### src/rtl/rbfi_pkg.sv
package rbfi_pkg;

    // Axis and face-plane counts.
    localparam int AXES   = 3;
    localparam int PLANES = 2 * AXES;

    // Field widths of the ports.
    localparam int COORD_W = 32;
    localparam int SIZE_W  = 31;
    localparam int DATA_W  = 32;
    localparam int ADDR_W  = 5;

    // Internal widths: coordinates are held doubled so that the bounds are exact.
    localparam int O2_W   = COORD_W + 1;     // doubled origin or direction
    localparam int BND_W  = COORD_W + 2;     // doubled box bound
    localparam int DIFF_W = BND_W + 1;       // plane minus doubled origin
    localparam int MAG_W  = BND_W;           // magnitude of that difference
    localparam int TSHIFT = 16;              // fraction bits of t
    localparam int NUM_W  = MAG_W + TSHIFT;  // dividend
    localparam int DEN_W  = O2_W;            // divisor magnitude
    localparam int REM_W  = DEN_W;           // partial remainder
    localparam int QUO_W  = NUM_W;           // quotient magnitude
    localparam int ACC_W  = REM_W + NUM_W;   // remainder and dividend together
    localparam int TL_W   = 32;              // low half of t
    localparam int TH_W   = QUO_W - TL_W;    // high half of t
    localparam int HI_W   = DEN_W + TH_W;    // product with the high half
    localparam int LO_W   = DEN_W + TL_W;    // product with the low half
    localparam int PROD_W = 64;              // the low product never exceeds this
    localparam int OFF_W  = 57;              // offset magnitude
    localparam int PT_W   = 60;              // crossing point coordinate

    // Far crossings saturate their offset to a value outside every box.
    localparam int               LIMIT_LOG = 40;
    localparam logic [OFF_W-1:0] OFF_SAT   = OFF_W'(64'd281474976710656);

    // Register indexes.
    localparam logic [2:0] REG_SIZE_X   = 3'd0;
    localparam logic [2:0] REG_SIZE_Y   = 3'd1;
    localparam logic [2:0] REG_SIZE_Z   = 3'd2;
    localparam logic [2:0] REG_CENTRE_X = 3'd3;
    localparam logic [2:0] REG_CENTRE_Y = 3'd4;
    localparam logic [2:0] REG_CENTRE_Z = 3'd5;

    // Box bounds derived from the configuration.
    typedef struct packed {
        logic [AXES-1:0][BND_W-1:0] lo;
        logic [AXES-1:0][BND_W-1:0] hi;
        logic [AXES-1:0]            size_nz;
    } t_bounds;

    // Per-ray data that travels alongside the dividers.
    typedef struct packed {
        logic [AXES-1:0][O2_W-1:0]  org2;
        logic [AXES-1:0][DEN_W-1:0] dmag;
        logic [AXES-1:0]            dneg;
        logic [PLANES-1:0]          pen;
    } t_side;

endpackage

### src/rtl/rbfi_prep.sv
module rbfi_prep (
    input  logic                          i_clk,
    input  logic                          i_rst_n,
    input  logic                          i_en,
    input  logic                          i_valid,
    input  logic [rbfi_pkg::COORD_W-1:0]  i_start_x,
    input  logic [rbfi_pkg::COORD_W-1:0]  i_start_y,
    input  logic [rbfi_pkg::COORD_W-1:0]  i_start_z,
    input  logic [rbfi_pkg::COORD_W-1:0]  i_dir_x,
    input  logic [rbfi_pkg::COORD_W-1:0]  i_dir_y,
    input  logic [rbfi_pkg::COORD_W-1:0]  i_dir_z,
    input  rbfi_pkg::t_bounds             i_bnd,
    output logic                          o_valid,
    output rbfi_pkg::t_side               o_side,
    output logic [rbfi_pkg::PLANES-1:0][rbfi_pkg::NUM_W-1:0] o_num,
    output logic [rbfi_pkg::PLANES-1:0][rbfi_pkg::DEN_W-1:0] o_den,
    output logic [rbfi_pkg::PLANES-1:0]   o_neg
);
    import rbfi_pkg::*;

    logic               r_v;
    logic [COORD_W-1:0] r_start [AXES];
    logic [COORD_W-1:0] r_dir   [AXES];
    logic [O2_W-1:0]    dir2    [AXES];
    logic [AXES-1:0]    dnz;

    // Input capture register.
    always_ff @(posedge i_clk) begin
        if (!i_rst_n) begin
            r_v <= 1'b0;
        end else if (i_en) begin
            r_v <= i_valid;
        end
    end

    always_ff @(posedge i_clk) begin
        if (i_en) begin
            r_start[0] <= i_start_x;
            r_start[1] <= i_start_y;
            r_start[2] <= i_start_z;
            r_dir[0]   <= i_dir_x;
            r_dir[1]   <= i_dir_y;
            r_dir[2]   <= i_dir_z;
        end
    end

    assign o_valid = r_v;

    // Doubled origin and direction, direction magnitude and sign.
    always_comb begin
        for (int a = 0; a < AXES; a++) begin
            o_side.org2[a] = {r_start[a], 1'b0};
            dir2[a]        = {r_dir[a], 1'b0};
            o_side.dneg[a] = r_dir[a][COORD_W-1];
            o_side.dmag[a] = o_side.dneg[a] ? (~dir2[a] + 1'b1) : dir2[a];
            dnz[a]         = |r_dir[a];
        end
    end

    // Per face plane: signed distance to the plane, scaled, split into sign and magnitude.
    for (genvar p = 0; p < PLANES; p++) begin : g_plane
        logic [BND_W-1:0]  plane;
        logic [DIFF_W-1:0] diff;
        logic [DIFF_W-1:0] mag;

        always_comb begin
            plane = ((p % 2) != 0) ? i_bnd.hi[p/2] : i_bnd.lo[p/2];
            diff  = {plane[BND_W-1], plane}
                    - {{2{o_side.org2[p/2][O2_W-1]}}, o_side.org2[p/2]};
            mag   = diff[DIFF_W-1] ? (~diff + 1'b1) : diff;
            o_num[p] = {mag[MAG_W-1:0], {TSHIFT{1'b0}}};
            o_den[p] = o_side.dmag[p/2];
            o_neg[p] = diff[DIFF_W-1] ^ o_side.dneg[p/2];
            o_side.pen[p] = dnz[p/2] & i_bnd.size_nz[p/2];
        end
    end

endmodule

### config.mk
export PLATFORM = sky130hd
export DESIGN_NAME = rbfi_prep
export DESIGN_NICKNAME = d
export VERILOG_FILES = /design/src/rtl/rbfi_pkg.sv /design/src/rtl/rbfi_prep.sv
export SDC_FILE = /design/constraint.sdc
export NUM_CORES = 1
export LEC_CHECK = 0
export ABC_AREA = 1
export BUFFER_PORTS_ARGS = -buffer_cell sky130_fd_sc_hd__buf_4
export CAP_MARGIN = 10
export CORE_AREA = 2 2 428 430
export CTS_CLUSTER_DIAMETER = 120
export DETAILED_ROUTE_END_ITERATION = 8
export DIE_AREA = 0 0 430 432
export GPL_TIMING_DRIVEN = 1
export REMOVE_ABC_BUFFERS = 1
export SLEW_MARGIN = 10
export SYNTH_ARGS = -nofsm -noshare
export SYNTH_HDL_FRONTEND = slang
export SYNTH_SLANG_ARGS = --single-unit
### constraint.sdc
create_clock -name i_clk -period 6.3 [get_ports i_clk]
set_clock_uncertainty 0.05 [all_clocks]
set_input_delay 0.315 -clock i_clk [delete_from_list [all_inputs] [get_ports i_clk]]
set_output_delay 0.315 -clock i_clk [all_outputs]
set_load 0.1 [all_outputs]
==> impl_summary.log <==
[metrics] Clock Tree Buf Depth: 2
[metrics] initial standard-cell utilization of the core: 0.1702
[metrics] number of cell rows: 157
[metrics] root buffer cell: sky130_fd_sc_hd__clkbuf_16
[metrics] cts hold-fix bufs: 194
[metrics] clock share of power: 0.081
[metrics] top cell type's share of synthesized area: 0.2167
[metrics] length of the first detailed-routing pass in iterations: 6
[metrics] most common library cell in the layout ignoring fill and taps: sky130_fd_sc_hd__nand2_1
[metrics] commonest cells after routing, fill and taps aside: sky130_fd_sc_hd__nand2_1, sky130_fd_sc_hd__buf_4, sky130_fd_sc_hd__inv_1, sky130_fd_sc_hd__nor2_1, sky130_fd_sc_hd__nand3_1
[metrics] remaining global-route overflow: 0
[metrics] TritonCTS clock tree: done
[metrics] routability congestion estimate from global placement: 1.041
[metrics] number of H-tree branching levels: 4
[metrics] power per cell area: 380.2 nW/um^2
[metrics] top cells by area in the synthesized netlist: sky130_fd_sc_hd__nand2_1, sky130_fd_sc_hd__edfxtp_1, sky130_fd_sc_hd__inv_1
[metrics] Critical Path Fanout Max: 5
[metrics] Leakage: 22.73 nW
[metrics] Seq cells post-synth: 193
[metrics] die outline width: 430 um
[metrics] slowest library cell on the worst path: sky130_fd_sc_hd__edfxtp_1
[metrics] data arrival time of the critical path: 4.73 ns
[metrics] cell taking the most area after synthesis: sky130_fd_sc_hd__nand2_1
[metrics] internal reg-to-reg setup slack: 4.86 ns
[metrics] critical setup path kind: reg2out
[metrics] count of buffers inserted at the top-level ports: 1,006
[metrics] slowest stage delay, CP: 0.59 ns
[metrics] starting DRC count in detailed routing: 3,165
[metrics] fmax: 196.1 MHz
[metrics] family with the most delay on the worst path: simple AND/OR/NAND/NOR gates
[metrics] global-route wire length before repair: 246,000 um
[metrics] clock insertion delay at the later pin of the skew report: 0.57 ns
[metrics] number of synthesis warnings: 0
[metrics] Final setup violation count: 0
[metrics] ys async rst share: 0
[metrics] switching component of the power: 0.01143 W
[metrics] FILL cells: 20,562
[metrics] Final Net Count: 6,828
[metrics] setup repair after global routing missed its margin: no
[metrics] GR Util All Layers: 0.1849
[metrics] total area of multi-input combinational cells: 19,610 um^2
[metrics] core box area: 181,700 um^2
[metrics] sequence of cells on the critical path: ha_1 > inv_1 > fa_1 > nand3_1 > nand2_1 > nand2_1 > nand2_1 > inv_1 > nand2_1 > nand2_1 > nand2_1 > nor2_2 > nand3_1 > nor2_2 > nand2_1 > nor2_2 > nand3_1 > nand2_1 > nand2_1 > nand2_1 > buf_4
[metrics] sequential group share of total power: 0.102
[metrics] Routed wire per std cell: 20.80 um
[metrics] number of enable flip-flop cells after synthesis: 192
[metrics] relative contribution of combinational cells to total power: 0.817
[metrics] proportion of layout cells with a drive suffix above 1: 0.1835
[metrics] number of buffers inserted to repair setup after CTS: 0
[metrics] sequential share of the synthesized area: 0.1870
[metrics] final wirelength: 179,300 um
[metrics] final count of hold timing violations: 0
[metrics] count of max-cap constraint violations: 0
[metrics] switching share of power: 0.7131
[metrics] measured slew at the worst slew-check pin: 1.234 ns
[metrics] residual antenna-violating net count after detailed routing: 0
[metrics] Top FF cell, synth: sky130_fd_sc_hd__edfxtp_1
[metrics] instance count of the mapped netlist: 5,209
[metrics] die height: 432 um
[metrics] DIE AREA: 185,800 um^2
[metrics] vias per cell: 4.266
[metrics] summed negative setup slack over all endpoints: 0 ns
[metrics] worst setup timing slack at the placement stage: 1.736 ns
[metrics] CP required: 5.93 ns
[metrics] worst path buffer plus inverter count: 3
[metrics] crit path capture type: primary output
[metrics] unique cell type count in the Yosys netlist: 51
[metrics] relative area change from synthesis to final layout: 36.23%
[metrics] Final Max Tran Viols: 0
[metrics] number of cells upsized or downsized after cts: 0
[metrics] number of buffers created by CTS: 17
[metrics] Worst-path clk slew: 0.09 ns
[metrics] post-placement cell area: 39,550 um^2
[metrics] Tightest Hold Check Type: in2reg
[metrics] number of placed I/O pins: 1,115
[metrics] Clock Sinks: 193
[metrics] FF+latch area: 5786 um^2
[metrics] cell count after placement: 8,378
[metrics] final worst-path cycle share: 0.8093
[metrics] shortest period the worst path allows: 5.099 ns
[metrics] initial antenna violation count: 30
[metrics] post-synthesis average cell area: 5.938 um^2
[metrics] DRC violation count after routing: 0
[metrics] detailed placement HPWL: 158,700 um
[metrics] largest net degree at the start of global routing: 113
[metrics] vias in the first global route: 34,459
[metrics] Final Hold Slack: 0.2104 ns
[metrics] Final Instance Area: 42,140 um^2
[metrics] status: finished clean
[metrics] number of standard cells in the final layout excluding fillers: 8,623
[metrics] internal power component: 0.004596 W
[metrics] Final WS setup: 1.201 ns
[metrics] cell occurring most often along the worst timing path: sky130_fd_sc_hd__nand2_1
[metrics] worst rel slew slack: 0.1772
[metrics] Synth Cell Area: 30,930 um^2
[metrics] critical path startpoint category: flop
[metrics] Worst IR Drop VDD: 0.3668 mV
[metrics] total number of vias: 36,789
==> area by class of cell <==
class                   instances  area share
flip-flops and latches        193      0.1373
repair buffers               1214      0.2284
diodes                         20    0.001188
clock inverters                14    0.004157
well taps                    2385     0.07081
inverters                     928     0.08266
clock buffers                  17     0.01009
multi-input cells            3852      0.4654
==> through the flow <==
step | power, W | util
final | 0.01602 | 0.2319
after floorplan | 0.01123 | -
after global placement | 0.01460 | 0.2175
after global routing | 0.01659 | 0.2318
after detailed placement | 0.01460 | 0.2177
after CTS | 0.01606 | 0.2316
==> cells in the mapped netlist, drive strengths merged (2+ instances only) <==
master / instances
nor4: 9
a21o: 5
o21bai: 14
nand3b: 55
a31oi: 9
edfxtp: 192
fa: 6
a21oi: 190
nor3: 65
o21a: 4
and2: 11
xor2: 191
nand2: 1815
inv: 926
clkinv: 2
and3: 2
o31a: 2
o21ai: 106
buf: 336
o31ai: 11
or2: 4
clkbuf: 7
o211ai: 2
nand3: 312
xnor2: 87
nor2: 549
nand4: 77
ha: 213
==> metal layers <==
metal	up-vias	part of all wire	track usage
met5	-	0.000072	0
met4	2	0.044	0.08226
met3	233	0.070	0.03345
met2	1624	0.48	0.3148
met1	17112	0.41	0.2264
li1	17818	-	-
==> power groups by stage <==
stage / sequential, W / combinational [W] / clock, W
after floorplan: 0.00203 / 0.00920 / 0
after global placement: 0.00166 / 0.0129 / 0
after global routing: 0.00164 / 0.0136 / 0.00137
after CTS: 0.00163 / 0.0131 / 0.00135
final: 0.00163 / 0.0131 / 0.00129
after detailed placement: 0.00166 / 0.0129 / 0
==> worst register-to-register path, delay by kind of cell (launching register included) <==
kind / cells / cell delay, ns
buffers and inverters: 1 / 0.60
DFF: 1 / 0.43
AOI/OAI and AO/OA: 2 / 0.30
==> state kept, by name, indices dropped and copies added (netlist names) <==
| signal | flops |
|---|---|
| o_valid | 1 |
| r_dir | 96 |
| r_start | 96 |
==> cells by family (layout without fill, tap and decap cells) <==
kind of cell,count (synthesis),count (layout),synth area share
xor+xnor,278,278,0.07896
other cells,1,128,0.0001212
fa+ha+maj,219,219,0.09004
simple gates,2900,2900,0.3894
compound gates,347,347,0.06039
flops,193,193,0.1870
buf+inv,1271,2173,0.1941
==> worst paths after layout <==
path                   from           end  cells past startpoint
max          r_start[0][32]    o_num[149]                     21
min                    i_en  r_dir[0][70]                      1
max reg2reg         o_valid       o_valid                      3
min reg2reg         o_valid       o_valid                      3
(Power assumes the default switching activity.)
